===== config.mk =====
export PLATFORM = sky130hd
export DESIGN_NAME = bds_front_flat
export DESIGN_NICKNAME = d
export VERILOG_FILES = /design/src/rtl/core/bds_pkg.sv /design/src/rtl/core/bds_intf.sv /design/src/rtl/core/bds_front.sv /design/src/flat_wrapper.sv
export SDC_FILE = /design/constraint.sdc
export NUM_CORES = 1
export LEC_CHECK = 0
export ABC_CLOCK_PERIOD_IN_PS = 5050
export CELL_PAD_IN_SITES_DETAIL_PLACEMENT = 0
export CELL_PAD_IN_SITES_GLOBAL_PLACEMENT = 1
export CORE_MARGIN = 5
export CORE_UTILIZATION = 49
export CTS_BUF_LIST = sky130_fd_sc_hd__clkbuf_8 sky130_fd_sc_hd__clkbuf_16
export DETAILED_ROUTE_END_ITERATION = 16
export DONT_BUFFER_PORTS = 1
export GPL_TIMING_DRIVEN = 0
export HOLD_SLACK_MARGIN = 0.1
export PLACE_DENSITY_LB_ADDON = 0.1
export SLEW_MARGIN = 20
export SYNTH_ARGS = -nofsm -noshare
export SYNTH_HDL_FRONTEND = slang
export SYNTH_SLANG_ARGS = --single-unit

===== constraint.sdc =====
create_clock -name clk -period 5.05 [get_ports clk]
set_input_delay 0.505 -clock clk [delete_from_list [all_inputs] [get_ports clk]]
set_output_delay 0.505 -clock clk [all_outputs]
set_load 0.01 [all_outputs]

===== src/rtl/core/bds_pkg.sv =====
//------------------------------------------------------------------------------
// bds_pkg: shared definitions of the block average downscaler
// Channel widths, register codes and reset values, the command word passed
// from the front to the back end, and the divide-by-block-area reciprocals.
//------------------------------------------------------------------------------
`default_nettype none

package bds_pkg;

	// Sample and accumulator widths
	localparam int CH_W       = 8;
	localparam int SUM_W      = 16;
	localparam int NUM_CH     = 3;

	// Configuration port
	localparam int SCALE_W    = 5;
	localparam int DIM_W      = 13;
	localparam int CFG_IDX_W  = 2;
	localparam int CFG_DATA_W = 13;

	typedef enum logic [CFG_IDX_W-1:0] {
		CFG_SCALE_FACTOR = 2'd0,
		CFG_FRAME_WIDTH  = 2'd1,
		CFG_FRAME_HEIGHT = 2'd2,
		CFG_COLOR_MODE   = 2'd3
	} cfg_idx_t;

	localparam logic [SCALE_W-1:0] SCALE_RST  = 5'd2;
	localparam logic [DIM_W-1:0]   WIDTH_RST  = 13'd640;
	localparam logic [DIM_W-1:0]   HEIGHT_RST = 13'd480;
	localparam logic               COLOR_RST  = 1'b1;

	// Parameter defaults
	localparam int MAX_WIDTH_DEF  = 4096;
	localparam int MAX_FACTOR_DEF = 16;

	// Factor that selects the 1-2-1 x 1-2-1 weighting
	localparam logic [SCALE_W-1:0] GAUSS_FACTOR = 5'd3;

	// Depth of the queue between front and back end
	localparam int QUEUE_DEPTH = 4;

	// Quotient = (sum * recip) >> QSHIFT, exact for any 16-bit sum
	localparam int RECIP_W = 25;
	localparam int QSHIFT  = 24;

	// Effective factor and color mode
	typedef struct packed {
		logic [SCALE_W-1:0] factor;
		logic               rgb;
	} mode_t;

	// One accumulate operation on a line store entry
	typedef struct packed {
		logic [CH_W-1:0] red;
		logic [CH_W-1:0] green;
		logic [CH_W-1:0] blue;
		logic            first;
		logic [1:0]      wshift;
		logic            emit;
		logic            row_end;
		logic            frame_end;
	} cmd_t;

	// floor(2^24 / area) + 1, area = F*F, or 16 for the weighted factor
	function automatic logic [RECIP_W-1:0] recip_of(input logic [SCALE_W-1:0] f);
		logic [RECIP_W-1:0] r;
		case (f)
			5'd1:    r = 25'd16777217;
			5'd2:    r = 25'd4194305;
			5'd3:    r = 25'd1048577;
			5'd4:    r = 25'd1048577;
			5'd5:    r = 25'd671089;
			5'd6:    r = 25'd466034;
			5'd7:    r = 25'd342393;
			5'd8:    r = 25'd262145;
			5'd9:    r = 25'd207127;
			5'd10:   r = 25'd167773;
			5'd11:   r = 25'd138655;
			5'd12:   r = 25'd116509;
			5'd13:   r = 25'd99274;
			5'd14:   r = 25'd85599;
			5'd15:   r = 25'd74566;
			5'd16:   r = 25'd65537;
			default: r = 25'd16777217;
		endcase
		return r;
	endfunction

endpackage

`default_nettype wire


===== src/rtl/core/bds_intf.sv =====
//------------------------------------------------------------------------------
// bds_intf: stream and configuration interfaces of the downscaler
// Valid/ready channels for input pixels, output pixels and register writes.
//------------------------------------------------------------------------------
`default_nettype none

interface bds_pix_in_if;
	logic                     valid;
	logic                     ready;
	logic [bds_pkg::CH_W-1:0] red_in;
	logic [bds_pkg::CH_W-1:0] green_in;
	logic [bds_pkg::CH_W-1:0] blue_in;

	modport source (output valid, output red_in, output green_in, output blue_in,
		input ready);
	modport sink (input valid, input red_in, input green_in, input blue_in,
		output ready);
endinterface


`default_nettype wire


===== src/rtl/core/bds_front.sv =====
//------------------------------------------------------------------------------
// bds_front: pixel position tracking and classification
// Follows the raster position, drops pixels outside whole blocks and issues
// one accumulate command per kept pixel into the queue.
//------------------------------------------------------------------------------
`default_nettype none

module bds_front #(
	parameter int MAX_WIDTH = bds_pkg::MAX_WIDTH_DEF,
	localparam int CW = $clog2(MAX_WIDTH + 1),
	localparam int IW = $clog2(MAX_WIDTH),
	localparam int QW = IW + $bits(bds_pkg::cmd_t)
) (
	input  logic           clk,
	input  logic           arst_n,
	bds_pix_in_if.sink     pix_in,
	input  bds_pkg::mode_t mode,
	input  logic [CW-1:0]  frame_w,
	input  logic [CW-1:0]  frame_h,
	input  logic           restart,
	input  logic           q_full,
	output logic           q_push,
	output logic [QW-1:0]  q_data
);
	import bds_pkg::*;

	logic [CW-1:0] col_cnt_q;
	logic [CW-1:0] row_cnt_q;
	logic [CW-1:0] out_col_q;
	logic [CW-1:0] col_blk_q;
	logic [CW-1:0] row_blk_q;
	logic [3:0]    off_h_q;
	logic [3:0]    off_v_q;

	logic          in_fire;
	logic [CW:0]   fx;
	logic [CW:0]   wx;
	logic [CW:0]   hx;
	logic          col_ok;
	logic          row_ok;
	logic          col_last;
	logic          row_last;
	logic          h_wrap;
	logic          v_wrap;
	logic          line_end;
	logic          frame_last;
	logic          emit;
	cmd_t          cmd;

	assign pix_in.ready = !q_full;
	assign in_fire      = pix_in.valid && pix_in.ready;

	// Block bounds: a block counts only when it fits wholly in the frame
	assign fx       = (CW + 1)'(mode.factor);
	assign wx       = {1'b0, frame_w};
	assign hx       = {1'b0, frame_h};
	assign col_ok   = ({1'b0, col_blk_q} + fx) <= wx;
	assign row_ok   = ({1'b0, row_blk_q} + fx) <= hx;
	assign col_last = ({1'b0, col_blk_q} + fx + fx) > wx;
	assign row_last = ({1'b0, row_blk_q} + fx + fx) > hx;

	assign h_wrap     = ({1'b0, off_h_q} + 5'd1) == mode.factor;
	assign v_wrap     = ({1'b0, off_v_q} + 5'd1) == mode.factor;
	assign line_end   = ({1'b0, col_cnt_q} + 1'b1) >= wx;
	assign frame_last = ({1'b0, row_cnt_q} + 1'b1) >= hx;
	assign emit       = h_wrap && v_wrap;

	// Build the accumulate command
	always_comb begin
		cmd.red       = pix_in.red_in;
		cmd.green     = mode.rgb ? pix_in.green_in : '0;
		cmd.blue      = mode.rgb ? pix_in.blue_in : '0;
		cmd.first     = (off_h_q == '0) && (off_v_q == '0);
		cmd.wshift    = '0;
		if (mode.factor == GAUSS_FACTOR) begin
			cmd.wshift = {1'b0, off_h_q == 4'd1} + {1'b0, off_v_q == 4'd1};
		end
		cmd.emit      = emit;
		cmd.row_end   = emit && col_last;
		cmd.frame_end = emit && col_last && row_last;
	end

	assign q_push = in_fire && col_ok && row_ok;
	assign q_data = {out_col_q[IW-1:0], cmd};

	// Advance the raster position on every accepted beat
	always_ff @(posedge clk or negedge arst_n) begin
		if (!arst_n) begin
			col_cnt_q <= '0;
			row_cnt_q <= '0;
			out_col_q <= '0;
			col_blk_q <= '0;
			row_blk_q <= '0;
			off_h_q   <= '0;
			off_v_q   <= '0;
		end else if (restart) begin
			col_cnt_q <= '0;
			row_cnt_q <= '0;
			out_col_q <= '0;
			col_blk_q <= '0;
			row_blk_q <= '0;
			off_h_q   <= '0;
			off_v_q   <= '0;
		end else if (in_fire) begin
			if (line_end) begin
				col_cnt_q <= '0;
				out_col_q <= '0;
				col_blk_q <= '0;
				off_h_q   <= '0;
				if (frame_last) begin
					row_cnt_q <= '0;
					row_blk_q <= '0;
					off_v_q   <= '0;
				end else begin
					row_cnt_q <= row_cnt_q + 1'b1;
					if (v_wrap) begin
						off_v_q   <= '0;
						row_blk_q <= row_blk_q + fx[CW-1:0];
					end else begin
						off_v_q <= off_v_q + 1'b1;
					end
				end
			end else begin
				col_cnt_q <= col_cnt_q + 1'b1;
				if (h_wrap) begin
					off_h_q   <= '0;
					out_col_q <= out_col_q + 1'b1;
					col_blk_q <= col_blk_q + fx[CW-1:0];
				end else begin
					off_h_q <= off_h_q + 1'b1;
				end
			end
		end
	end

endmodule

`default_nettype wire


===== src/flat_wrapper.sv =====
// flat-port wrapper written by rule: the top's interface ports become plain ports
module bds_front_flat import bds_pkg::*;
#(
	parameter int MAX_WIDTH = bds_pkg::MAX_WIDTH_DEF,
	localparam int CW = $clog2(MAX_WIDTH + 1),
	localparam int IW = $clog2(MAX_WIDTH),
	localparam int QW = IW + $bits(bds_pkg::cmd_t)
)
  (clk, arst_n, mode, frame_w, frame_h, restart, q_full, q_push, q_data, pix_in_valid, pix_in_red_in, pix_in_green_in, pix_in_blue_in, pix_in_ready);
  bds_pix_in_if pix_in_i ();
  input  logic clk;
  input  logic arst_n;
  input  bds_pkg::mode_t mode;
  input  logic [CW-1:0] frame_w;
  input  logic [CW-1:0] frame_h;
  input  logic restart;
  input  logic q_full;
  output logic q_push;
  output logic [QW-1:0] q_data;
  input wire logic [$bits(pix_in_i.valid)-1:0] pix_in_valid;
  input wire logic [$bits(pix_in_i.red_in)-1:0] pix_in_red_in;
  input wire logic [$bits(pix_in_i.green_in)-1:0] pix_in_green_in;
  input wire logic [$bits(pix_in_i.blue_in)-1:0] pix_in_blue_in;
  output wire logic [$bits(pix_in_i.ready)-1:0] pix_in_ready;
  assign pix_in_i.valid = pix_in_valid;
  assign pix_in_i.red_in = pix_in_red_in;
  assign pix_in_i.green_in = pix_in_green_in;
  assign pix_in_i.blue_in = pix_in_blue_in;
  assign pix_in_ready = pix_in_i.ready;
  bds_front #(.MAX_WIDTH(MAX_WIDTH)) u_core (.clk(clk), .arst_n(arst_n), .pix_in(pix_in_i), .mode(mode), .frame_w(frame_w), .frame_h(frame_h), .restart(restart), .q_full(q_full), .q_push(q_push), .q_data(q_data));
endmodule

Word-level counts from Yosys, hierarchy flattened
Index checks and enable logic that the tools add are counted.
{"block": "word_totals", "out_inout_bits": 44, "mem_bits_ro": 0, "in_bits": 61, "regBits": 73, "n_memories": 0, "latch_bits": 0, "ram_bits": 0, "wordCells": 83}
{"block": "op_classes", "muxes": 32, "bitwise_logic": 0, "n_reduce_logical": 17, "n_div": 0, "shift": 0, "n_addsub": 16, "n_eq_ne": 5, "n_mul": 0, "n_lt_le_gt_ge": 6}
{"op": "$mux W13", "count": 20}
{"op": "$add A13 B1 Y13 const B", "count": 3}
{"op": "$mux W4", "count": 9}
{"op": "$add A13 B1 Y14 const B", "count": 2}
{"op": "$add A13 B5 Y14", "count": 2}
{"op": "$add A14 B5 Y14", "count": 2}
{"op": "$ge A14 B13 Y1", "count": 2}
{"op": "$gt A14 B13 Y1", "count": 2}
{"op": "$le A14 B13 Y1", "count": 2}
{"op": "$add A13 B5 Y13", "count": 2}
{"op": "$mux W8", "count": 2}
{"op": "$add A4 B1 Y5 const B", "count": 2}
{"op": "$eq A5 B5 Y1", "count": 2}
{"op": "$add A4 B1 Y4 const B", "count": 2}
{"op": "$eq A4 B1 Y1 const B", "count": 2}
{"op": "$logic_not A4 Y1", "count": 2}
{"op": "$logic_and A1 B1 Y1", "count": 7}
{"op": "$reduce_bool A3 Y1", "count": 2}
{"op": "$eq A5 B2 Y1 const B", "count": 1}
{"op": "$reduce_and A2 Y1", "count": 2}
{"op": "$reduce_bool A2 Y1", "count": 2}
{"op": "$reduce_and A3 Y1", "count": 1}
{"op": "$add A1 B1 Y2", "count": 1}
{"op": "$mux W2", "count": 1}
{"op": "$logic_not A1 Y1", "count": 1}

Logic depth before layout (Yosys ltp)
{"block": "depth", "word_depth": 7, "depth_mapped": 20, "depth_no_buf": 20}

Worst setup path before layout
Ideal clock, no wire load.
{"block": "synth_path", "path_kind": "input to output", "from": "input port mode[1] in the netlist's numbering", "to": "output port q_data[0]", "stages": 20, "required_ns": 4.545, "path_buffers": 0, "path_slack_ns": 0.555, "t_arrival_ns": 3.990, "path_cell_list": "ha_1 -> inv_1 -> fa_1 -> inv_1 -> ha_1 -> a21o_1 -> a21oi_1 -> o21ai_0 -> a21oi_1 -> nor4_1 -> and2_1 -> xnor2_1 -> ha_1 -> nand2_1 -> nor2_1 -> a2111oi_0 -> nor2_1 -> nor4_1 -> o21a_1 -> a221oi_2"}
{"block": "synth_between", "elab_chain_cells": 5, "word_cells_on_any_way": 11, "cone_classes": "add/sub (4); order compare (2); eq/ne (2); reduce/logical (3)"}
{"element": "from (decl)", "line": "flat_wrapper.sv:13", "source": "input bds_pkg::mode_t mode;"}
{"element": "$add A13 B5 Y14", "line": "bds_front.sv:59", "source": "assign col_last = ({1'b0, col_blk_q} + fx + fx) > wx;"}
{"element": "$add A14 B5 Y14", "line": "bds_front.sv:59"}
{"element": "$gt A14 B13 Y1", "line": "bds_front.sv:59"}
{"element": "$logic_and A1 B1 Y1", "line": "bds_front.sv:80", "source": "cmd.frame_end = emit && col_last && row_last;"}
{"element": "$logic_and A1 B1 Y1 *", "line": "bds_front.sv:80"}
{"element": "to (decl)", "line": "flat_wrapper.sv:19", "source": "output logic [QW-1:0] q_data;"}
Mark *: on every way between the ends. The rest lies on a longest branch, timed or not.

Worst setup path in the final report
{"block": "layout_path", "from": "register u_core.col_blk_q[0]", "to": "output port q_data[0]"}
{"block": "layout_between", "elab_chain_cells": 5}
{"element": "from (decl)", "line": "bds_front.sv:30", "source": "logic [CW-1:0] col_blk_q;"}
{"element": "from (signal assigned)", "line": "bds_front.sv:128", "source": "col_blk_q <= col_blk_q + fx[CW-1:0];"}
{"element": "$add A13 B5 Y14", "line": "bds_front.sv:59"}
{"element": "$add A14 B5 Y14", "line": "bds_front.sv:59"}
{"element": "$gt A14 B13 Y1", "line": "bds_front.sv:59"}
{"element": "$logic_and A1 B1 Y1 (2 in a row)", "line": "bds_front.sv:80"}
Every way passes these cells.

==> results.yml <==
run_status:
  status: "finished, final reports clean"
global_routing:
  grt_max_degree: 73
  grt_usage: 0.241
  antenna_found_initial: 0
  overflow: 0
  grt_pass1_vias: 6638
  grt_pass1_wl_um: 34400
cells_and_area:
  areaGrowthSynthToFinish_pct: 13.3
  fin_area_sq_mm: 0.00842
  instances_no_fill: 1132
  final.fill_count: 1372
  finalNetCount: 1112
  diodes: 0
  final_util: 0.560
  drive_gt1_frac: 0.107
setup_path:
  critical_path_class: "flip-flop to output pin"
  crit_path_end_kind: "output pin"
  crit_arrival_ns: 4.41
  critPathLaunchType: "flip-flop"
  crit_fanout: 3
  cp_data_required_time_ns: 4.55
pwr:
  vdd_drop_max_uv: 227
  p_leak_nw: 4.03
  powerDensity_mw_per_mm2: 316
sta:
  setup_tns_ns: 0
  finalSetupViolations: 0
  timing.fmax_ghz: 0.203
  skew_ns: 0.00812
  period_share: 0.973
  grt_setup_unrepaired: "yes"
  slew_headroom: 0.461
  hold_viol_final: 0
  min_period_ns: 4.91
  tightest_slew_ns: 0.805
  slew_violations: 0
route:
  vias: 6845
  drc: 0
  routed_wirelength_um: 22000
  ant_nets: 0
  dr.first_iter.drc_count: 330
  first_pass_iters: 5
  wire_per_inst_um: 19.5
  viasPerCell: 6.05
place:
  gp_congestion: 0.884
  postPlaceCellArea_sq_mm: 0.00767
  portBuffers: 0
  dp.cells: 1092
  dp_hpwl_um: 16800
job:
  drv_cap: 0
logic_synthesis:
  postSynth.asyncResetShare: 1.00
  synth-edff-count: 0
  ys_warn_count: 0
  syn_avg_cell_area_sq_um: 8.22
  ys_ff_latch: 72
  yosysTopAreaCell: "dfrtp_1"
  synth_top_area_frac: 0.242
  synth_cells: 904
  yosysMostFrequentCell: "ha_1"
  synth_common_cells: "ha_1, nand2_1, o21ai_0"
  synth_area_leaders: "dfrtp_1, ha_1, xnor2_1, o21ai_0, nand2_1"
  ys_seq_area_frac: 0.242
  ys_types: 67
  synth_area_sq_mm: 0.00743
  ys.flop_type: "dfrtp_1"
  synth_fp_nets: 1077
clocking:
  clk_path_buf_depth: 2
  tritoncts: "built"
  clockRootBuffer: "clkbuf_16"
  clock_sinks: 72
  path_clk_slew_ns: 0.06
  clk_latency_ns: 0.34
  cts_max_level: 3
  cts_made_buffers: 9
die:
  die_h_um: 133
  fp-row-count: 45
  ios: 105
  fp.dieW_um: 133
  initial_core_util: 0.494
  core_sq_mm: 0.0150
  dieArea_sq_mm: 0.0177
hold_path:
  hold_path_class: "input port to flip-flop"
path summary, 6_finish.rpt:
check | from | to | slack [ns] | depth (start not counted)
worst max-delay path | u_core.col_blk_q[0]$_DFFE_PN0P_ | q_data[0] | 0.14 | 18
worst min-delay path | mode[1] | u_core.col_blk_q[0]$_DFFE_PN0P_ | 0.48 | 2
worst max register to register | u_core.row_cnt_q[0]$_DFFE_PN0P_ | u_core.row_blk_q[10]$_DFFE_PN0P_ | 0.45 | 14
worst min register to register | u_core.col_blk_q[2]$_DFFE_PN0P_ | u_core.col_blk_q[2]$_DFFE_PN0P_ | 0.49 | 2
max in group asynchronous | arst_n | u_core.col_blk_q[10]$_DFFE_PN0P_ | 3.99 | 2
min in group asynchronous | arst_n | u_core.row_cnt_q[7]$_DFFE_PN0P_ | 0.69 | 2
per-stage QoR:
stage          hold WS (ns)  power (mW)  worst slack (ns)
6_report              0.475        2.66             0.135
2_1_floorplan         0.209        1.53             0.555
3_3_place_gp          0.212        1.76           -0.0814
4_1_cts               0.468        2.56           0.00181
3_5_place_dp          0.212        1.79            -0.161
5_1_grt               0.496        2.86           -0.0417
per-layer routing:
layer  vias to the layer above  GRT usage  part of all wire
li1                       3314          -                 -
met1                      3358      0.294              0.42
met2                       136      0.431              0.51
met3                        37     0.0344             0.035
met4                         0     0.0869             0.026
met5                         -          0                 0
power by group:
group	total (mW)	internal (mW)	switching [mW]
logic	1.27	0.549	0.716
registers	0.706	0.636	0.0700
clock network	0.692	0.404	0.288
final cells by class:
cell class	instances	area, sq um	area share
Multi-Input combinational cell	724	5420	0.644
Sequential cell	72	1800	0.214
Inverter	70	263	0.0312
Clock buffer	10	239	0.0284
Tap cell	188	235	0.0279
Timing Repair Buffer	24	203	0.0241
Buffer	38	180	0.0214
Clock inverter	6	75.1	0.00892
layout by cell type (no fill, tap or decap), types with 4 or more instances in the layout:
| cell | Yosys | layout |
|---|---|---|
| clkbuf_16 | 0 | 9 |
| nand2_1 | 90 | 90 |
| nor2_1 | 50 | 48 |
| a21o_1 | 17 | 17 |
| o21ai_1 | 1 | 5 |
| a211o_1 | 4 | 4 |
| o31ai_1 | 15 | 14 |
| clkbuf_1 | 26 | 26 |
| xor2_1 | 21 | 18 |
| nand4_1 | 18 | 18 |
| or3_1 | 6 | 6 |
| nor2_2 | 2 | 4 |
| a21oi_1 | 39 | 31 |
| nor4_1 | 5 | 4 |
| xnor2_1 | 46 | 44 |
| nor3b_1 | 8 | 8 |
| a21oi_2 | 0 | 7 |
| dfrtp_1 | 72 | 72 |
| nor3_1 | 6 | 4 |
| a211oi_1 | 8 | 5 |
| o21ai_0 | 73 | 68 |
| nand3_1 | 41 | 40 |
| buf_4 | 9 | 31 |
| inv_1 | 70 | 70 |
| o211ai_1 | 9 | 9 |
| o2111ai_1 | 4 | 4 |
| and4_1 | 8 | 8 |
| and3_1 | 22 | 22 |
| o21a_1 | 7 | 7 |
| a22o_1 | 12 | 12 |
| nor2b_1 | 15 | 12 |
| a211oi_2 | 1 | 4 |
| ha_1 | 108 | 105 |
| nand2b_1 | 8 | 8 |
| and2_1 | 21 | 21 |
critical path, stage by stage, from the launching register on:
cell and delay (ns):
dfrtp_1 0.43, ha_4 0.19, fa_2 0.45, a21o_1 0.22
a211oi_2 0.20, a21oi_2 0.09, ha_1 0.34, o21ai_1 0.08
nand2b_1 0.12, nand4_1 0.19, buf_4 0.21, xnor2_1 0.12
ha_1 0.31, nand4_1 0.12, nor2_2 0.19, o31ai_2 0.10
a31oi_2 0.26, nor2b_4 0.10, a221oi_4 0.34
kinds of logic after synthesis:
logic type,count (synthesis),synth area share
simple gates,318,0.223
fa+ha+maj,112,0.193
xor+xnor,67,0.0790
buf+inv,108,0.0596
flops,72,0.242
mux,2,0.00269
compound gates,225,0.201
flip-flops by register name (all words and copies together), names as in the netlist:
signal and flops:
u_core.col_blk_q 13, u_core.col_cnt_q 13, u_core.row_blk_q 13, u_core.row_cnt_q 13, u_core.out_col_q 12, u_core.off_h_q 4
u_core.off_v_q 4
timing repair:
item,in CTS,in global routing
setup endpoints to repair,2,3
pin swaps,8,27
cloned,0,0
hold endpoints to repair,72,0
hold buffers,2,0
gates resized for setup,20,30
buffers inserted,7,15
(Power assumes the default switching activity.)
