`src/rtl/core/bds_pkg.sv`:
```
//------------------------------------------------------------------------------
// bds_pkg: shared definitions of the block average downscaler
// Channel widths, register codes and reset values, the command word passed
// from the front to the back end, and the divide-by-block-area reciprocals.
//------------------------------------------------------------------------------
`default_nettype none

package bds_pkg;

	// Sample and accumulator widths
	localparam int CH_W       = 8;
	localparam int SUM_W      = 16;
	localparam int NUM_CH     = 3;

	// Configuration port
	localparam int SCALE_W    = 5;
	localparam int DIM_W      = 13;
	localparam int CFG_IDX_W  = 2;
	localparam int CFG_DATA_W = 13;

	typedef enum logic [CFG_IDX_W-1:0] {
		CFG_SCALE_FACTOR = 2'd0,
		CFG_FRAME_WIDTH  = 2'd1,
		CFG_FRAME_HEIGHT = 2'd2,
		CFG_COLOR_MODE   = 2'd3
	} cfg_idx_t;

	localparam logic [SCALE_W-1:0] SCALE_RST  = 5'd2;
	localparam logic [DIM_W-1:0]   WIDTH_RST  = 13'd640;
	localparam logic [DIM_W-1:0]   HEIGHT_RST = 13'd480;
	localparam logic               COLOR_RST  = 1'b1;

	// Parameter defaults
	localparam int MAX_WIDTH_DEF  = 4096;
	localparam int MAX_FACTOR_DEF = 16;

	// Factor that selects the 1-2-1 x 1-2-1 weighting
	localparam logic [SCALE_W-1:0] GAUSS_FACTOR = 5'd3;

	// Depth of the queue between front and back end
	localparam int QUEUE_DEPTH = 4;

	// Quotient = (sum * recip) >> QSHIFT, exact for any 16-bit sum
	localparam int RECIP_W = 25;
	localparam int QSHIFT  = 24;

	// Effective factor and color mode
	typedef struct packed {
		logic [SCALE_W-1:0] factor;
		logic               rgb;
	} mode_t;

	// One accumulate operation on a line store entry
	typedef struct packed {
		logic [CH_W-1:0] red;
		logic [CH_W-1:0] green;
		logic [CH_W-1:0] blue;
		logic            first;
		logic [1:0]      wshift;
		logic            emit;
		logic            row_end;
		logic            frame_end;
	} cmd_t;

	// floor(2^24 / area) + 1, area = F*F, or 16 for the weighted factor
	function automatic logic [RECIP_W-1:0] recip_of(input logic [SCALE_W-1:0] f);
		logic [RECIP_W-1:0] r;
		case (f)
			5'd1:    r = 25'd16777217;
			5'd2:    r = 25'd4194305;
			5'd3:    r = 25'd1048577;
			5'd4:    r = 25'd1048577;
			5'd5:    r = 25'd671089;
			5'd6:    r = 25'd466034;
			5'd7:    r = 25'd342393;
			5'd8:    r = 25'd262145;
			5'd9:    r = 25'd207127;
			5'd10:   r = 25'd167773;
			5'd11:   r = 25'd138655;
			5'd12:   r = 25'd116509;
			5'd13:   r = 25'd99274;
			5'd14:   r = 25'd85599;
			5'd15:   r = 25'd74566;
			5'd16:   r = 25'd65537;
			default: r = 25'd16777217;
		endcase
		return r;
	endfunction

endpackage

`default_nettype wire

```
`src/rtl/core/bds_queue.sv`:
```
//------------------------------------------------------------------------------
// bds_queue: command queue between front and back end
// Small register FIFO; push and pop may happen in the same cycle.
//------------------------------------------------------------------------------
`default_nettype none

module bds_queue #(
	parameter int WIDTH = 8,
	parameter int DEPTH = bds_pkg::QUEUE_DEPTH
) (
	input  logic             clk,
	input  logic             arst_n,
	input  logic             push,
	input  logic [WIDTH-1:0] push_data,
	output logic             full,
	input  logic             pop,
	output logic [WIDTH-1:0] head_data,
	output logic             head_valid
);
	localparam int PW = (DEPTH > 1) ? $clog2(DEPTH) : 1;
	localparam int NW = $clog2(DEPTH + 1);

	logic [WIDTH-1:0] slot_q [DEPTH];
	logic [PW-1:0]    wr_ptr_q;
	logic [PW-1:0]    rd_ptr_q;
	logic [NW-1:0]    count_q;

	assign full       = (count_q == NW'(DEPTH));
	assign head_valid = (count_q != '0);
	assign head_data  = slot_q[rd_ptr_q];

	// Store a pushed beat
	always_ff @(posedge clk) begin
		if (push && !full) begin
			slot_q[wr_ptr_q] <= push_data;
		end
	end

	// Advance pointers and occupancy
	always_ff @(posedge clk or negedge arst_n) begin
		if (!arst_n) begin
			wr_ptr_q <= '0;
			rd_ptr_q <= '0;
			count_q  <= '0;
		end else begin
			if (push && !full) begin
				wr_ptr_q <= (wr_ptr_q == PW'(DEPTH - 1)) ? '0 : wr_ptr_q + 1'b1;
			end
			if (pop && head_valid) begin
				rd_ptr_q <= (rd_ptr_q == PW'(DEPTH - 1)) ? '0 : rd_ptr_q + 1'b1;
			end
			case ({push && !full, pop && head_valid})
				2'b10:   count_q <= count_q + 1'b1;
				2'b01:   count_q <= count_q - 1'b1;
				default: count_q <= count_q;
			endcase
		end
	end

endmodule

`default_nettype wire

```
`config.mk`:
```
export PLATFORM = sky130hd
export DESIGN_NAME = bds_queue
export DESIGN_NICKNAME = d
export VERILOG_FILES = /design/src/rtl/core/bds_pkg.sv /design/src/rtl/core/bds_queue.sv
export SDC_FILE = /design/constraint.sdc
export NUM_CORES = 1
export LEC_CHECK = 0
export BUFFER_PORTS_ARGS = -buffer_cell sky130_fd_sc_hd__buf_4
export CORE_ASPECT_RATIO = 1.75
export CORE_MARGIN = 5
export CORE_UTILIZATION = 32
export DETAILED_ROUTE_END_ITERATION = 12
export SLEW_MARGIN = 40
export SYNTH_ARGS = -nofsm -noshare
export SYNTH_HDL_FRONTEND = slang
export SYNTH_SLANG_ARGS = --single-unit
```
`constraint.sdc`:
```
create_clock -name clk -period 2.5 [get_ports clk]
set_clock_uncertainty 0.2 [all_clocks]
set_input_delay 0.625 -clock clk [delete_from_list [all_inputs] [get_ports clk]]
set_output_delay 0.625 -clock clk [all_outputs]
set_load 0.005 [all_outputs]
```
# Word-level counts from Yosys, hierarchy flattened
# Memories as Yosys holds them, arrays and structs flattened.
# Index checks and enable logic that the tools add are counted.
[word_totals]
wordCells = 23
memories = 1
reg_bits = 7
mem_bits_rw = 32
[memory_table]
columns = ["memory", "depth", "word_bits", "read_ports", "rd_clocked_by_memory_dff", "wr", "line_no", "text"]
rows = [
  ["slot_q", 4, 8, 1, 0, 1, "bds_queue.sv:23", "logic [WIDTH-1:0] slot_q [DEPTH];"],
]
[op_classes]
eq_ne = 5
add_sub_neg = 4
n_mux = 5
n_reduce_logical = 5
[ops]
columns = ["operator", "count"]
rows = [
  ["== test 2 bit, second input constant", 3],
  ["one-hot mux 3 bit (2 select lines)", 1],
  ["adder 2 x 1 -> 2 bit, second input constant", 2],
  ["two-way mux 2 bit", 2],
  ["adder 3 x 1 -> 3 bit, second input constant", 1],
  ["== test 3 bit, second input constant", 1],
  ["nonzero test 3 bit", 1],
  ["subtractor 3 x 1 -> 3 bit, second input constant", 1],
  ["== test 2 x 1 -> 1 bit, second input constant", 1],
  ["logical AND 1 bit", 2],
  ["two-way mux 1 bit", 2],
  ["nonzero test 2 bit", 1],
  ["logical NOT 1 bit", 1],
]

# Longest topological paths before layout
# Gate-level depths: netlist of run 1.
[logic_depth]
word_depth = 5
depth_mapped = 9

# Worst setup path before layout of run 1
# OpenSTA, ideal clock, no wires.
[synth_path]
kind = "in2reg"
startpoint = "input port push"
endpoint = "register count_q[2]"
path_stages = 8
n_path_buf = 0
path_slack_ps = 413
t_arrival_ps = 1808
t_required_ps = 2221
cell_sequence = "nor2b_2 inv_1 ha_1 inv_1 fa_1 xor2_1 nor2_1 xor2_1"
[synth_via]
elab_chain_cells = 3
word_cells_on_any_way = 5
[synth_rtl]
columns = ["element", "line_no", "text"]
rows = [
  ["start: declaration", "bds_queue.sv:13", "input logic push,"],
  ["logical AND 1 bit (*)", "bds_queue.sv:52", "case ({push && !full, pop && head_valid})"],
  ["== test 2 x 1 -> 1 bit or == test 2 bit (tied branches)", "bds_queue.sv:52", ""],
  ["one-hot mux 3 bit (2 select lines) or nonzero test 2 bit (tied branches)", "--", ""],
  ["end signal: assignment", "bds_queue.sv:53", "2'b10: count_q <= count_q + 1'b1;"],
  ["end signal: assignment", "bds_queue.sv:54", "2'b01: count_q <= count_q - 1'b1;"],
  ["end signal: assignment", "bds_queue.sv:55", "default: count_q <= count_q;"],
  ["end: declaration", "bds_queue.sv:26", "logic [NW-1:0] count_q;"],
]
# Every way passes the cells marked *; elsewhere a longest branch is shown, timed or not.
# A chain may end at the register's enable or synchronous reset.

# Worst setup path in the final report of run 1
[layout_path]
startpoint = "register rd_ptr_q[0]"
endpoint = "output port head_data[7]"
[layout_via]
elab_chain_cells = 1
[layout_rtl]
columns = ["element", "line_no", "text"]
rows = [
  ["start: declaration", "bds_queue.sv:25", "logic [PW-1:0] rd_ptr_q;"],
  ["start signal: assignment", "bds_queue.sv:50", "rd_ptr_q <= (rd_ptr_q == PW'(DEPTH - 1)) ? '0 : rd_ptr_q + 1'b1;"],
  ["memory read (4 x 8 bit)", "--", ""],
  ["end: declaration", "bds_queue.sv:17", "output logic [WIDTH-1:0] head_data,"],
]
# No other way between the ends.

==> results.sh, run 1 <==
export IMPL_status="finished, final reports clean"
export IMPL_area_share_of_the_largest_cell_type_after_synthesis=0.5949
export IMPL_fp_dieW_um=63.71
export IMPL_antenna_diode_instance_count=0
export IMPL_vias_in_the_first_global_route=941
export IMPL_vdd_drop_max_uv=729.4
export IMPL_drt_pass1_iterations=3
export IMPL_cts_buffer_depth=2
export IMPL_hold_class="reg -> reg"
export IMPL_timing_critical_path_from_type="flop"
export IMPL_synth_top_area_cell="sky130_fd_sc_hd__edfxtp_1"
export IMPL_coreArea_sq_um=4935
export IMPL_numCtsBuffers=5
export IMPL_placed_cells_incl_taps=156
export IMPL_synth_sequential_area_ratio=0.7033
export IMPL_rows=34
export IMPL_number_of_enable_flip_flop_cells_after_synthesis=32
export IMPL_synth_cells=82
export IMPL_synth_yosys_warnings=0
export IMPL_detailedRoute_firstIterationViolations=15
export IMPL_syn_avg_cell_area_sq_um=19.70
export IMPL_clock_tree_from_tritoncts="built"
export IMPL_total_power_uw=2330
export IMPL_worstPathArrival_ns=1.52
export IMPL_grt_overflow_total=0
export IMPL_placement_cell_area_sq_um=1839
export IMPL_timing_max_slew_rel_slack=0.7047
export IMPL_final_layout_size_suffix_gt1_frac=0.4144
export IMPL_routabilityCongestion=0.6984
export IMPL_critical_path_required_ns=1.67
export IMPL_min_path_cells=1
export IMPL_ioPinCount=22
export IMPL_r2r_cells=9
export IMPL_ys_dominant_reg_cell="sky130_fd_sc_hd__edfxtp_1"
export IMPL_drc=0
export IMPL_layoutNonFillerInstCount=165
export IMPL_total_vias_in_the_final_route=777
export IMPL_routed_via_density=4.709
export IMPL_synth_cell_type_count=19
export IMPL_worstPathMaxFanout=9
export IMPL_final_period_minus_worst_setup_slack_ns=2.349
export IMPL_final_net_count=129
export IMPL_fin_crit_sh=0.9397
export IMPL_die_area_sq_um=6624
export IMPL_route_detailed_wl_per_inst_um=15.65
export IMPL_cts_sinks=39
export IMPL_power_per_cell_area_nw_per_um2=1175
export IMPL_cts_root_buffer="sky130_fd_sc_hd__clkbuf_8"
export IMPL_port_buffers=21
export IMPL_final_setup_viol_count=0
export IMPL_netlist_top_cells_area="sky130_fd_sc_hd__edfxtp_1 (59%), sky130_fd_sc_hd__mux4_2 (11%), sky130_fd_sc_hd__dfrtp_1 (11%)"
export IMPL_cts_max_level=2
export IMPL_area_delta_synth_final_pct=22.77
export IMPL_totalWireLength_um=2582
export IMPL_final_max_slew_violation_count=0
export IMPL_grt_first_pass_wirelength_um=4181
export IMPL_critical_path_end_type="output port"
export IMPL_finalHoldWorstSlack_ns=0.2930
export IMPL_synth_cell_area_sq_um=1615
export IMPL_fin_setup_tns_ns=0
export IMPL_finalHoldViolations=0
export IMPL_post_synth_top_count_cell="sky130_fd_sc_hd__edfxtp_1"
export IMPL_antenna_found_initial=0
export IMPL_worstSkewPairLatency_ns=0.28
export IMPL_floorplan_die_height_um=104.0
export IMPL_postSynthNetCount=101
export IMPL_postSynth_asyncResetShare=0.1795
export IMPL_setup_worst_path_class="reg -> out"
export IMPL_initial_utilization=0.3273
export IMPL_drtAntennaViolNets=0
export IMPL_reg2reg_slack_ns=0.32
export IMPL_clk_transition_reported_paths_ns=0.07
export IMPL_timing_worst_slew_pin_value_ns=0.4430
export IMPL_timing_limited_maximum_frequency_mhz=425.6
export IMPL_postLayoutCellArea_sq_um=1983
export IMPL_global_route_usage_total=0.08424
export IMPL_grt_max_degree=13
export IMPL_netlist_top_cells_count="sky130_fd_sc_hd__edfxtp_1 (32), sky130_fd_sc_hd__mux4_2 (8), sky130_fd_sc_hd__dfrtp_1 (7), sky130_fd_sc_hd__inv_1 (7), sky130_fd_sc_hd__ha_1 (6)"
export IMPL_max_cap_violations=0
export IMPL_static_leakage_uw=0.0007624
export IMPL_hpwlAfterDp_um=1964
export IMPL_ys_ff_latch=39
export IMPL_setup_repair_after_global_routing_missed_its_margin="no"
-- area by class of cell --
cell class | instances | area (sq um)
Fill cell | 449 | 2952
Sequential cell | 39 | 1137
Multi-Input combinational cell | 34 | 444.2
Timing Repair Buffer | 23 | 175.2
Clock buffer | 6 | 72.57
Tap cell | 54 | 67.56
Clock inverter | 2 | 60.06
Inverter | 7 | 26.28
-- layout by cell type, fill, tap and decap left out, drive strengths merged --
| cell type | instances |
|---|---|
| bufinv | 2 |
| buf | 22 |
| nor2 | 3 |
| nor2b | 1 |
| clkbuf | 6 |
| xnor2 | 1 |
| edfxtp | 32 |
| inv | 7 |
| dfrtp | 7 |
| mux4 | 8 |
| xor2 | 2 |
| fa | 1 |
| ha | 6 |
| and2 | 4 |
| dlygate4sd3 | 1 |
| nand2 | 1 |
| mux2 | 4 |
| mux2i | 1 |
| or3 | 1 |
| nor3b | 1 |
-- repair_timing --
item	4_1_cts	5_1_grt
buffers inserted	0	0
hold buffers	1	0
setup endpoints to repair	8	0
gates resized for setup	1	0
hold endpoints to repair	7	0
-- flip-flops by register name, summed over array words and instances (netlist names) --
register and cells:
slot_q 32, count_q 3, rd_ptr_q 2, wr_ptr_q 2
-- critical path, cell delays in order (launching register included) --
cell	delay, ns
sky130_fd_sc_hd__dfrtp_2	0.54
sky130_fd_sc_hd__mux4_2	0.55
sky130_fd_sc_hd__buf_4	0.15
-- path summary, 6_finish.rpt --
kind / to / from
worst max-delay path: head_data[7] / rd_ptr_q[0]
worst min-delay path: count_q[2] / count_q[2]
worst max register to register: count_q[2] / count_q[0]
worst min register to register: count_q[2] / count_q[2]
max in group asynchronous: rd_ptr_q[0] / arst_n
min in group asynchronous: rd_ptr_q[0] / arst_n
-- cells by family (layout without fill, tap and decap cells) --
family	count (synthesis)	in the layout	share of synthesized area
adder cells (fa/ha/maj)	7	7	0.05887
multiplexers	13	13	0.1503
buffers and inverters	9	38	0.02169
AND/OR/NAND/NOR	11	11	0.04957
XOR/XNOR	3	3	0.01627
flip-flops	39	39	0.7033
-- power breakdown --
group	internal (uW)	switching [uW]	total [uW]
clock	399	195	594
sequential	883	140	1020
combinational	432	282	714
total	1710	617	2330
-- routing by layer --
layer,share of wire,vias up,track usage
met4,0.018,0,0.04458
met5,0,-,0
met3,0.058,6,0.03459
li1,-,360,-
met1,0.34,388,0.07692
met2,0.58,23,0.1519
-- through the flow --
stage | worst slack (ns) | utilization
CTS | 0.1105 | 0.4019
global placement | 0.2237 | 0.3727
global route | 0.04925 | 0.4019
finish | 0.1506 | 0.4019
detailed placement | 0.1926 | 0.3727
floorplan | 0.4132 | -
Power figures use the tool's default switching activity.
==> run 2, diff against run 1 <==
CORE_UTILIZATION = 45   (was 32)
SLEW_MARGIN = 25   (was 40)
clock period = 2.22 ns   (was 2.5 ns; I/O delays follow)
==> results.sh, run 2 (synthesized netlist as in run 1, its figures left out) <==
export IMPL_status="finished with violations"
export IMPL_failing_checks="negative setup slack"
export IMPL_antenna_diode_instance_count=0
export IMPL_drtAntennaViolNets=0
export IMPL_ioPinCount=22
export IMPL_total_vias_in_the_final_route=789
export IMPL_grt_max_degree=12
export IMPL_cts_buffer_depth=2
export IMPL_sw_frac_of_total=0.2809
export IMPL_finalHoldViolations=0
export IMPL_routed_via_density=4.962
export IMPL_final_fill_count=288
export IMPL_detailedRoute_firstIterationViolations=17
export IMPL_rows=28
export IMPL_fin_crit_sh=1.001
export IMPL_hpwlAfterDp_um=1797
export IMPL_combPwrFrac=0.391
export IMPL_max_cap_violations=0
export IMPL_clk_transition_reported_paths_ns=0.07
export IMPL_layout_commonest_cell="sky130_fd_sc_hd__edfxtp_1"
export IMPL_clock_tree_from_tritoncts="built"
export IMPL_die_area_sq_um=4935
export IMPL_clockPowerShare=0.170
export IMPL_vias_in_the_first_global_route=878
export IMPL_coreArea_sq_um=3433
export IMPL_timing_limited_maximum_frequency_mhz=450.1
export IMPL_number_of_flip_flops_in_the_largest_register=32
export IMPL_share_seq_of_total_power=0.439
export IMPL_power_per_cell_area_nw_per_um2=1275
export IMPL_cts_max_level=2
export IMPL_timing_worst_slew_pin_value_ns=0.4525
export IMPL_totalWireLength_um=2510
export IMPL_numCtsBuffers=5
export IMPL_worstSkewPairLatency_ns=0.28
export IMPL_placed_cells_incl_taps=149
export IMPL_timing_max_slew_rel_slack=0.6983
export IMPL_critical_path_required_ns=1.46
export IMPL_cts_sinks=39
export IMPL_timing_critical_path_from_type="flop"
export IMPL_largest_register_by_flop_count="slot_q"
export IMPL_routabilityCongestion=0.6545
export IMPL_postLayoutCellArea_sq_um=1987
export IMPL_vdd_drop_max_uv=675.0
export IMPL_layout_cells_most_common_list="sky130_fd_sc_hd__edfxtp_1 (32), sky130_fd_sc_hd__buf_4 (15), sky130_fd_sc_hd__buf_6 (9), sky130_fd_sc_hd__mux4_2 (8)"
export IMPL_setup_repair_after_global_routing_missed_its_margin="yes"
export IMPL_drt_pass1_iterations=4
export IMPL_final_layout_size_suffix_gt1_frac=0.4035
export IMPL_initial_utilization=0.4705
export IMPL_area_of_the_multi_input_gates_sq_um=444.2
export IMPL_grt_overflow_total=0
export IMPL_drc=0
export IMPL_global_route_usage_total=0.1206
export IMPL_cts_root_buffer="sky130_fd_sc_hd__clkbuf_8"
export IMPL_register_area_sq_um=1136
export IMPL_grt_first_pass_wirelength_um=4271
export IMPL_final_net_count=132
export IMPL_static_leakage_uw=0.0007677
export IMPL_setup_slack_ns=-0.001932
export IMPL_final_setup_viol_count=1
export IMPL_reg_top3="slot_q x32, count_q x3"
export IMPL_fp_dieW_um=55.29
export IMPL_area_delta_synth_final_pct=23.01
export IMPL_layoutNonFillerInstCount=159
export IMPL_switching_power_total_uw=711.9
export IMPL_floorplan_die_height_um=89.26
export IMPL_port_buffers=21
export IMPL_power_report_internal_total_uw=1822
export IMPL_hold_class="in -> reg"
export IMPL_fin_setup_tns_ns=-0.001932
export IMPL_route_detailed_wl_per_inst_um=15.79
export IMPL_placement_cell_area_sq_um=1856
export IMPL_setup_worst_path_class="reg -> out"
export IMPL_critical_path_end_type="output port"
export IMPL_final_max_slew_violation_count=0
export IMPL_antenna_found_initial=0
export IMPL_final_period_minus_worst_setup_slack_ns=2.222
export IMPL_worstPathMaxFanout=6
export IMPL_worstPathArrival_ns=1.47
[run 2: changes by cell type in the layout (fill, tap and decap cells not counted)]
| cell | delta |
|---|---|
| sky130_fd_sc_hd__dfrtp_2 | -1 |
| sky130_fd_sc_hd__buf_6 | +9 |
| sky130_fd_sc_hd__bufinv_16 | -2 |
| sky130_fd_sc_hd__dfrtp_1 | +1 |
| sky130_fd_sc_hd__clkbuf_1 | +2 |
| sky130_fd_sc_hd__buf_12 | +1 |
| sky130_fd_sc_hd__buf_4 | -7 |
[run 2: through the flow]
stage / hold WS, ns / total power, uW / utilization / setup WS, ns
after global placement: 0.1743 / 2009 / 0.5405 / 0.1082
after global routing: 0.2577 / 2719 / 0.5787 / -0.07416
after CTS: 0.2590 / 2572 / 0.5776 / -0.02293
after floorplan: 0.05941 / 1649 / - / 0.1770
final: 0.2682 / 2534 / 0.5787 / -0.001932
after detailed placement: 0.1768 / 2046 / 0.5405 / 0.02789
[run 2: power by group through the flow]
stage               Sequential (uW)  Combinational [uW]  Clock, uW
finish                         1110                 991        430
global route                   1140                1090        489
floorplan                      1070                 581          0
CTS                            1120                1010        443
detailed placement             1130                 912          0
global placement               1120                 886          0
[run 2: critical path: stages, from the launching register on]
cell and delay [ns]:
sky130_fd_sc_hd__dfrtp_1 0.40, sky130_fd_sc_hd__buf_12 0.15, sky130_fd_sc_hd__mux4_2 0.50, sky130_fd_sc_hd__buf_6 0.13
[run 2: per-layer routing]
| layer | GRT usage | vias up | wire length [um] | part of all wire |
|---|---|---|---|---|
| li1 | - | 370 | - | - |
| met1 | 0.1098 | 393 | 851 | 0.34 |
| met2 | 0.2317 | 19 | 1475 | 0.59 |
| met3 | 0.03613 | 7 | 116 | 0.046 |
| met4 | 0.07301 | 0 | 66 | 0.026 |
| met5 | 0 | - | 0 | 0 |
[run 2: final timing paths]
kind	startpoint	slack [ns]	end	cells past startpoint
worst min-delay path	push_data[6]	0.27	slot_q[3][6]	1
worst max-delay path	rd_ptr_q[0]	-0.002	head_data[4]	3
worst min register to register	count_q[2]	0.30	count_q[2]	1
worst max register to register	count_q[0]	0.10	count_q[1]	7
max in group asynchronous	arst_n	1.26	rd_ptr_q[0]	2
min in group asynchronous	arst_n	0.43	wr_ptr_q[1]	2
[run 2: final cells by class]
| type | count | area share |
|---|---|---|
| Sequential cell | 39 | 0.5718 |
| Tap cell | 45 | 0.02834 |
| Timing Repair Buffer | 26 | 0.1228 |
| Multi-Input combinational cell | 34 | 0.2236 |
| Clock buffer | 8 | 0.04030 |
| Inverter | 7 | 0.01322 |
[run 2: timing repair]
| item | 4_1_cts | 5_1_grt |
|---|---|---|
| setup endpoints to repair | 6 | 9 |
| setup buffers | 1 | 0 |
| pin swaps | 0 | 1 |
| gates cloned | 0 | 0 |
| hold buffers | 1 | 0 |
| resized for setup | 8 | 1 |
| hold endpoints to repair | 7 | 0 |
==> run 3, diff against run 2 <==
RECOVER_POWER = 100   (was default)
==> results.sh, run 3 (synthesized netlist as in run 1, its figures left out) <==
export IMPL_fin_crit_sh=1.002
export IMPL_route_detailed_wl_per_inst_um=15.78
export IMPL_global_route_usage_total=0.1206
export IMPL_coreArea_sq_um=3433
export IMPL_numCtsBuffers=5
export IMPL_ioPinCount=22
export IMPL_layoutNonFillerInstCount=159
export IMPL_setup_slack_ns=-0.003417
export IMPL_worstPathMaxFanout=6
export IMPL_r2r_start="count_q[0]"
export IMPL_power_per_cell_area_nw_per_um2=1293
export IMPL_critical_path_end_type="output port"
export IMPL_routed_via_density=4.994
export IMPL_worstPathArrival_ns=1.47
export IMPL_timing_critical_path_from_type="flop"
export IMPL_fin_util=0.5663
export IMPL_worst_path_largest_cell_delay_ns=0.50
export IMPL_area_of_the_multi_input_gates_sq_um=439.2
export IMPL_cts_max_level=2
export IMPL_critical_path_slowest_cell="sky130_fd_sc_hd__mux4_2"
export IMPL_area_delta_synth_final_pct=20.37
export IMPL_timing_limited_maximum_frequency_mhz=449.8
export IMPL_setup_repair_after_global_routing_missed_its_margin="yes"
export IMPL_antenna_found_initial=0
export IMPL_timing_worst_slew_pin_value_ns=0.5674
export IMPL_vdd_drop_max_uv=664.5
export IMPL_register_area_sq_um=1136
export IMPL_detailedRoute_firstIterationViolations=27
export IMPL_total_power_uw=2514
export IMPL_final_period_minus_worst_setup_slack_ns=2.223
export IMPL_worstPathCellList="buf_12, mux4_2, buf_6"
export IMPL_static_leakage_uw=0.0007287
export IMPL_critPathLaunch="rd_ptr_q[0]"
export IMPL_final_setup_viol_count=2
export IMPL_vias_in_the_first_global_route=878
export IMPL_routabilityCongestion=0.6545
export IMPL_total_vias_in_the_final_route=794
export IMPL_number_of_flip_flops_in_the_largest_register=32
export IMPL_hold_class="reg -> reg"
export IMPL_clk_transition_reported_paths_ns=0.06
export IMPL_cts_sinks=39
export IMPL_hpwlAfterDp_um=1797
export IMPL_die_area_sq_um=4935
export IMPL_setup_worst_path_class="reg -> out"
export IMPL_antenna_diode_instance_count=0
export IMPL_drc=0
export IMPL_max_cap_violations=0
export IMPL_layout_cells_most_common_list="sky130_fd_sc_hd__edfxtp_1 (32), sky130_fd_sc_hd__clkbuf_1 (13), sky130_fd_sc_hd__buf_6 (9), sky130_fd_sc_hd__mux4_2 (8)"
export IMPL_reg_top3="slot_q x32, count_q x3"
export IMPL_timing_max_slew_rel_slack=0.6215
export IMPL_rows=28
export IMPL_final_net_count=132
export IMPL_cts_root_buffer="sky130_fd_sc_hd__clkbuf_8"
export IMPL_grt_overflow_total=0
export IMPL_fp_dieW_um=55.29
export IMPL_layout_commonest_cell="sky130_fd_sc_hd__edfxtp_1"
export IMPL_failing_checks="negative setup slack"
export IMPL_fin_setup_tns_ns=-0.005305
export IMPL_status="finished with violations"
export IMPL_grt_max_degree=12
export IMPL_final_max_slew_violation_count=0
export IMPL_critical_path_required_ns=1.46
export IMPL_hp_start="count_q[2]"
export IMPL_clock_tree_from_tritoncts="built"
export IMPL_floorplan_die_height_um=89.26
export IMPL_largest_register_by_flop_count="slot_q"
export IMPL_cts_buffer_depth=2
export IMPL_final_fill_count=300
export IMPL_initial_utilization=0.4705
export IMPL_totalWireLength_um=2509
export IMPL_final_layout_size_suffix_gt1_frac=0.3070
export IMPL_finalHoldViolations=0
export IMPL_worstSkewPairLatency_ns=0.28
export IMPL_grt_first_pass_wirelength_um=4271
export IMPL_drt_pass1_iterations=3
export IMPL_placed_cells_incl_taps=149
export IMPL_drtAntennaViolNets=0
export IMPL_port_buffers=21
run 3: what timing repair did:
| action | 4_1_cts | 5_1_grt |
|---|---|---|
| setup endpoints to repair | 6 | 9 |
| setup buffers | 1 | 0 |
| gates resized for setup | 8 | 1 |
| endpoints found under the hold margin | 7 | 0 |
| hold buffers | 1 | 0 |
| pin swaps | 0 | 1 |
run 3: area by class of cell:
type                            instances  area share
Timing Repair Buffer                   26      0.1062
Clock buffer                            8     0.04118
Sequential cell                        39      0.5843
Multi-Input combinational cell         34      0.2259
Tap cell                               45     0.02896
Inverter                                7     0.01351
run 3: path summary, 6_finish.rpt:
path	end	slack, ns	cells after the start
max	head_data[4]	-0.003	3
min	count_q[2]	0.29	1
max reg2reg	count_q[1]	0.06	7
min reg2reg	count_q[2]	0.29	1
max in group asynchronous	rd_ptr_q[0]	1.00	2
min in group asynchronous	wr_ptr_q[1]	0.52	2
run 3: power breakdown:
group          leakage (uW)  internal [uW]  switching [uW]
Combinational      0.000314            588             384
Sequential         0.000375            993             118
Clock             0.0000395            223             208
run 3: per-layer routing:
metal  track usage  wire length [um]
met1        0.1098               846
met5             0                 0
met3       0.03613               110
met2        0.2317              1486
met4       0.07301                65
run 3: worst max-delay path, delay by kind of cell (launching register included):
kind / cells / cell delay (ns)
buffers and inverters: 2 / 0.28
muxes: 1 / 0.50
DFF: 1 / 0.41
run 3: per-stage QoR:
step	hold slack [ns]	cell area [sq um]	setup slack (ns)
floorplan	0.05941	1615	0.1770
global placement	0.1743	1856	0.1082
detailed placement	0.1768	1856	0.02789
CTS	0.2590	1983	-0.02293
global route	0.3263	1944	-0.07416
finish	0.2909	1944	-0.003417
